<file path="config.mk">
export PLATFORM = sky130hd
export DESIGN_NAME = tcw_addr_unit
export DESIGN_NICKNAME = d
export VERILOG_FILES = /design/src/hw/rtl/tcw_pkg.sv /design/src/hw/rtl/tcw_addr_unit.sv
export SDC_FILE = /design/constraint.sdc
export NUM_CORES = 1
export LEC_CHECK = 0
export BUFFER_PORTS_ARGS = -buffer_cell sky130_fd_sc_hd__buf_2
export CAP_MARGIN = 20
export CORE_MARGIN = 3
export CORE_UTILIZATION = 51
export DETAILED_ROUTE_END_ITERATION = 10
export PLACE_DENSITY = 0.82
export SYNTH_ARGS = -nofsm -noshare
export SYNTH_HDL_FRONTEND = slang
export SYNTH_SLANG_ARGS = --single-unit
export TNS_END_PERCENT = 30
</file>
<file path="constraint.sdc">
create_clock -name i_clk -period 2.3 [get_ports i_clk]
set_input_delay 0.46 -clock i_clk [delete_from_list [all_inputs] [get_ports i_clk]]
set_output_delay 0.46 -clock i_clk [all_outputs]
set_load 0.005 [all_outputs]
</file>
<file path="src/hw/rtl/tcw_pkg.sv">
// Shared types and constants for the text console writer.
// Used by every module under hw/rtl; depends on nothing else.
package tcw_pkg;

    // Default screen geometry in character cells.
    localparam int DEF_COLUMNS = 80;
    localparam int DEF_ROWS    = 25;

    // A cell holds the attribute in the high byte and the character in the low byte.
    localparam int CELL_W = 16;

    // Control characters with special meaning.
    localparam logic [7:0] CH_BACKSPACE = 8'd8;
    localparam logic [7:0] CH_NEWLINE   = 8'd10;
    localparam logic [7:0] CH_RETURN    = 8'd13;
    localparam logic [7:0] CH_SPACE     = 8'd32;

    // Blank cell left in the store after reset.
    localparam logic [7:0]        RESET_ATTR = 8'h07;
    localparam logic [CELL_W-1:0] RESET_CELL = {RESET_ATTR, CH_SPACE};

    // Request codes carried in the input tuser.
    typedef enum logic [1:0] {
        REQ_PUT   = 2'd0,
        REQ_CLEAR = 2'd1,
        REQ_READ  = 2'd2,
        REQ_NONE  = 2'd3
    } t_req;

    // Configuration register indexes.
    localparam logic CFG_FOREGROUND = 1'b0;
    localparam logic CFG_BACKGROUND = 1'b1;

    // Commands from the sequencer to the shared address counter.
    typedef struct packed {
        logic load;
        logic step;
    } t_cnt_ctrl;

endpackage

</file>
<file path="src/hw/rtl/tcw_addr_unit.sv">
// Shared cell address counter that drives every sweep over the screen store.
// Depends on tcw_pkg for the control struct.
module tcw_addr_unit
    import tcw_pkg::*;
#(
    parameter int CELLS = DEF_COLUMNS * DEF_ROWS,
    parameter int AW    = $clog2(DEF_COLUMNS * DEF_ROWS)
) (
    input  logic          i_clk,
    input  logic          i_rst_n,
    input  t_cnt_ctrl     i_ctrl,
    input  logic [AW-1:0] i_load_value,
    output logic [AW-1:0] o_count,
    output logic          o_last
);

    logic [AW-1:0] r_count;
    logic [AW-1:0] n_count;

    // Load a start address or step by one cell.
    always_comb begin
        n_count = r_count;
        if (i_ctrl.load) begin
            n_count = i_load_value;
        end else if (i_ctrl.step) begin
            n_count = r_count + AW'(1);
        end
    end

    always_ff @(posedge i_clk) begin
        if (!i_rst_n) begin
            r_count <= '0;
        end else begin
            r_count <= n_count;
        end
    end

    // Every sweep ends at the last cell of the store.
    assign o_count = r_count;
    assign o_last  = (r_count == AW'(CELLS - 1));

endmodule

</file>
==> results by group, run 1 <==
Placed design
  – Dpl hpwl: 1230 um
  – Setup WS pre-CTS: 636 ps
  – IO Port Bufs: 26
  – Gpl congestion: 0.838

Worst setup path
  – Buf+Inv Stages, Crit Path: 1
  – CP Depth: 4
  – Crit Reg-Reg Endpoint: o_count[10]
  – Setup CP Type: register to output port
  – RR Startpoint: o_count[0]
  – Worst setup endpoint: o_last
  – Worst EP arrival: 1540 ps
  – WP data required: 1840 ps
  – CP endpoint kind: output port
  – Slowest-stage cell, CP: dfxtp_1
  – FF-to-FF path depth: 4
  – Crit path launch type: register
  – Crit-path cells: ha_1 > nand3_2 > nor4_1 > buf_2
  – Slowest cell delay on critical path: 450 ps
  – CP startpoint: o_count[0]
  – CP delay by family, top: flip-flops
  – Flop2flop setup slack: 750 ps
  – Critical path fanouts, max: 7

Detailed routing
  – M1 WL: 761 um
  – Top layer in use: met4
  – Met2 WL post-DR: 789 um
  – Via Count: 785
  – Detailed Route Iter0 Violations: 25
  – Met3 wire len: 153 um
  – Avg Vias per Cell: 6.09
  – WL/cell: 13.3 um
  – Residual DRC count: 0
  – Final wirelength: 1720 um
  – DR pass1 iterations: 4
  – Final ANT Viol Nets: 0

Logic synthesis
  – Area of the mapped netlist: 727 sq um
  – Mapped Cells: 91
  – Ys async rst share: 0%
  – Post-synth cell types: 29
  – Syn nets: 107
  – Syn avg cell area: 7.99 sq um
  – Synth Warn #: 0
  – Share of the yosys chip area belonging to registers: 30.3%
  – Top_reg_cell synth: dfxtp_1
  – Post-synth EDFFs: 0
  – Yosys reg bits: 11

Floorplan
  – Core area: 1220 sq um
  – Rows: 12
  – Starting density of the core: 59.8%
  – Die span in x: 43.8 um
  – Top-level I/O count: 27
  – Die area: 1910 sq um
  – Die Height: 43.8 um

CTS
  – CTS Sinks: 11
  – Clock Latency Late Sink: 270 ps
  – Deepest clock path buffer count: 2
  – Setup Buffers After CTS: 0
  – H-tree levels: 1
  – TritonCTS buffer count: 3
  – CTS root buf: clkbuf_4
  – Cts hold-fix bufs: 0
  – CTS clk-pin slew, worst paths: 80 ps
  – CTS tree: built
  – Post-cts gate resize count: 0

Timing
  – Setup-failing EPs final: 0
  – Final Critical Period: 2000 ps
  – Final Hold Viols: 0
  – Slew Viols, Final: 0
  – Setup TNS: 0 ps
  – Fmax: 0.500 GHz
  – RSZ-0062 raised after global routing: no
  – Worst clock skew: 6.82 ps
  – Tightest Pin Transition: 300 ps
  – Relative slew slack: 80.0%
  – PnR worst setup slack: 299 ps
  – Final Cycle Share: 87.0%

Final layout
  – Ant. Diodes: 0
  – Nets: 132
  – Most common cell after layout, fill and taps aside: buf_2
  – Share of cells above drive strength 1: 27.8%
  – Largest register FFs: 11
  – Area grow syn2layout: 20.3%
  – Most frequent cells in the layout: 26 x buf_2, 15 x o21ai_0, 11 x dfxtp_1

GRT
  – Initial antenna violation count: 0
  – Congestion Overflow GR: 0
  – Pin count of the biggest net entering global routing: 22
  – Vias in the first global route: 727
  – Total GRT Usage: 20.3%
  – Global-route wire length before repair: 3020 um

Pwr
  – Pwr Density: 500 nW/um^2
  – Leak Pwr: 0.361 nW
  – Maximum vdd ir drop: 0.000314 V

Job
  – Max-cap violation count: 0

Status
  – Status: finished, final reports clean

Min path
  – Hold Crit Class: input port to register
-- worst min-delay path by stage --
stage	start	end	slack (ps)	depth (start not counted)
after floorplan	o_count[7]	o_count[7]	520	2
after global placement	o_count[7]	o_count[7]	540	2
after detailed placement	o_count[7]	o_count[7]	550	2
after CTS	i_load_value[4]	o_count[4]	450	3
after global routing	i_load_value[4]	o_count[4]	460	3
final	i_load_value[4]	o_count[4]	460	3
-- synth_stat cells (3+ instances only) --
cell | n | area [sq um]
and2_1 | 5 | 31.3
dfxtp_1 | 11 | 220
nand3_1 | 5 | 25.0
o21ai_0 | 15 | 75.1
buf_2 | 4 | 20.0
or4_1 | 4 | 30.0
nand2_1 | 6 | 22.5
nor3b_1 | 4 | 30.0
and4b_1 | 3 | 30.0
nand4_1 | 8 | 50.1
-- cell type report --
| type | count | area, sq um |
|---|---|---|
| Timing Repair Buffer | 26 | 130 |
| Tap cell | 14 | 17.5 |
| Sequential cell | 11 | 220 |
| Multi-Input combinational cell | 73 | 475 |
| Clock inverter | 1 | 5.00 |
| Fill cell | 95 | 342 |
| Clock buffer | 3 | 22.5 |
| Inverter | 1 | 3.75 |
-- cell families after synthesis --
family          after synthesis  share of synthesized area, %
compound gates               21                          15.8
flops                        11                          30.3
fa+ha+maj                     1                          1.72
buf+inv                       7                          4.30
mux                           1                          1.38
xor+xnor                      4                          4.82
simple gates                 46                          41.7
-- worst min-delay path, stage by stage --
cell and delay, ps:
buf_2 70, o21ai_0 60, a21oi_1 100
-- per-layer routing --
layer / up-vias / global-route usage [%]
met5: - / 0
met4: 0 / 5.42
met3: 2 / 5.81
met2: 33 / 32.8
met1: 357 / 26.0
li1: 393 / -
-- through the flow --
step	hold WS (ps)	cells	total power [mW]	instance area [sq um]	utilization [%]
2_1_floorplan	524	91	0.274	727	-
3_3_place_gp	538	125	0.305	847	69.7
3_5_place_dp	551	125	0.308	847	69.7
4_1_cts	450	129	0.443	875	71.9
5_1_grt	456	129	0.468	875	71.9
6_report	455	129	0.437	875	71.9
-- report_power, final --
part / total, mW / internal, mW / switching (mW)
logic: 0.0761 / 0.0400 / 0.0362
registers: 0.227 / 0.204 / 0.0231
clock network: 0.134 / 0.0643 / 0.0693
Note: power is estimated with default switching activity, not from simulation.
==> run 2: changes to the inputs <==
- BUFFER_PORTS_ARGS: -buffer_cell sky130_fd_sc_hd__buf_2 -> -buffer_cell sky130_fd_sc_hd__clkbuf_2
==> results by group, run 2 (synthesis gave the netlist of run 1 again) <==
Final layout
  – Post-route non-filler standard cell count: 129 (unchanged)
  – Post-route cell area: 873 sq um (was 875 sq um)
  – Nets: 132 (unchanged)
  – Share of cells above drive strength 1: 27.0% (was 27.8%)
  – Most frequent cells in the layout: 26 x clkbuf_2, 15 x o21ai_0, 11 x dfxtp_1 (was 26 x buf_2, 15 x o21ai_0, 11 x dfxtp_1)
  – Largest register FFs: 11 (unchanged)
  – Most common cell after layout, fill and taps aside: clkbuf_2 (was buf_2)
  – Area grow syn2layout: 20.1% (was 20.3%)
  – Ant. Diodes: 0 (unchanged)
  – FILL cells: 104 (was 95)

Timing
  – Worst clock skew: 4.03 ps (was 6.82 ps)
  – Final Hold Viols: 0 (unchanged)
  – Setup TNS: 0 ps (unchanged)
  – RSZ-0062 raised after global routing: no (unchanged)
  – Setup-failing EPs final: 0 (unchanged)
  – WHS: 474 ps (was 455 ps)
  – Tightest Pin Transition: 336 ps (was 300 ps)
  – Relative slew slack: 77.6% (was 80.0%)
  – Fmax: 0.498 GHz (was 0.500 GHz)
  – Final Cycle Share: 87.4% (was 87.0%)
  – Final Critical Period: 2010 ps (was 2000 ps)
  – Slew Viols, Final: 0 (unchanged)

CTS
  – Clock Latency Late Sink: 260 ps (was 270 ps)
  – Cts hold-fix bufs: 0 (unchanged)
  – H-tree levels: 1 (unchanged)
  – CTS clk-pin slew, worst paths: 70 ps (was 80 ps)
  – CTS Sinks: 11 (unchanged)
  – Setup Buffers After CTS: 0 (unchanged)
  – TritonCTS buffer count: 3 (unchanged)
  – CTS tree: built (unchanged)
  – CTS root buf: clkbuf_4 (unchanged)
  – Post-cts gate resize count: 0 (unchanged)
  – Deepest clock path buffer count: 2 (unchanged)

Status
  – Status: finished, final reports clean (unchanged)

Min path
  – Min-delay src: i_load_value[4] (unchanged)
  – Hold Crit Class: input port to register (unchanged)

Placed design
  – Dpl hpwl: 1220 um (was 1230 um)
  – Cells after DPL: 125 (unchanged)
  – Placed cell area: 847 sq um (unchanged)
  – Gpl congestion: 0.841 (was 0.838)
  – IO Port Bufs: 26 (unchanged)

GRT
  – Initial antenna violation count: 0 (unchanged)
  – Pin count of the biggest net entering global routing: 22 (unchanged)
  – Congestion Overflow GR: 0 (unchanged)
  – Global-route wire length before repair: 2860 um (was 3020 um)
  – Total GRT Usage: 19.3% (was 20.3%)
  – Vias in the first global route: 659 (was 727)

Floorplan
  – Die area: 1910 sq um (unchanged)
  – Die Height: 43.8 um (unchanged)
  – Top-level I/O count: 27 (unchanged)
  – Core area: 1220 sq um (unchanged)
  – Die span in x: 43.8 um (unchanged)
  – Rows: 12 (unchanged)
  – Starting density of the core: 59.8% (unchanged)

Detailed routing
  – Via Count: 786 (was 785)
  – Detailed Route Iter0 Violations: 23 (was 25)
  – Final ANT Viol Nets: 0 (unchanged)
  – Residual DRC count: 0 (unchanged)
  – WL/cell: 13.3 um (about the same)
  – DR pass1 iterations: 4 (unchanged)
  – Final wirelength: 1710 um (was 1720 um)
  – Avg Vias per Cell: 6.09 (about the same)

Worst setup path
  – Slowest-stage cell, CP: dfxtp_1 (unchanged)
  – Setup CP Type: register to output port (unchanged)
  – Slowest cell delay on critical path: 450 ps (about the same)
  – Critical path fanouts, max: 7 (unchanged)
  – Worst EP arrival: 1550 ps (was 1540 ps)
  – Crit-path cells: ha_1 > nand3_2 > nor4_1 > clkbuf_2 (was ha_1 > nand3_2 > nor4_1 > buf_2)
  – WP data required: 1840 ps (about the same)
  – CP endpoint kind: output port (unchanged)
  – RR Startpoint: o_count[0] (unchanged)
  – CP startpoint: o_count[0] (unchanged)
  – Crit path launch type: register (unchanged)

Pwr
  – Maximum vdd ir drop: 0.000403 V (was 0.000314 V)
  – Pwr Density: 497 nW/um^2 (was 500 nW/um^2)
  – Leak Pwr: 0.356 nW (was 0.361 nW)

Job
  – Max-cap violation count: 0 (unchanged)
-- run 2: final cells by class --
type / count / area (sq um) / share of cell area (%)
Inverter: 1 / 3.75 / 0.430
Sequential cell: 11 / 220 / 25.2
Clock buffer: 4 / 26.3 / 3.01
Tap cell: 14 / 17.5 / 2.01
Multi-Input combinational cell: 73 / 475 / 54.4
Timing Repair Buffer: 26 / 130 / 14.9
-- run 2: worst max-delay path, delay by kind of cell (launching register included) --
| kind | cells | cell delay (ps) |
|---|---|---|
| flops | 1 | 450 |
| buf+inv | 1 | 160 |
| simple gates | 2 | 410 |
| fa+ha+maj | 1 | 260 |
-- run 2: power by group --
| group | leakage, nW | internal [mW] | switching [mW] | total [mW] |
|---|---|---|---|---|
| Combinational | 0.249 | 0.0397 | 0.0357 | 0.0754 |
| Clock | 0.0150 | 0.0670 | 0.0635 | 0.130 |
| Sequential | 0.0913 | 0.204 | 0.0242 | 0.229 |
| Total | 0.356 | 0.311 | 0.123 | 0.434 |
-- run 2: layer usage --
metal / wire [um] / global-route usage (%)
met2: 786 / 34.0
met1: 793 / 23.5
met5: 0 / 0
met3: 116 / 3.73
met4: 14 / 5.42
-- run 2: path summary, 6_finish.rpt --
path	slack [ps]	endpoint	cells after the start
hold / removal	470	o_count[4]	3
setup / recovery	290	o_last	4
setup reg to reg	730	o_count[10]	4
hold reg to reg	570	o_count[7]	2
-- run 2: per-stage QoR --
| stage | total power, mW | util, % | setup slack, ps |
|---|---|---|---|
| finish | 0.434 | 71.8 | 290 |
| global route | 0.464 | 71.8 | 186 |
| global placement | 0.305 | 69.7 | 648 |
| detailed placement | 0.309 | 69.7 | 579 |
| CTS | 0.439 | 71.8 | 286 |
| floorplan | 0.274 | - | 786 |
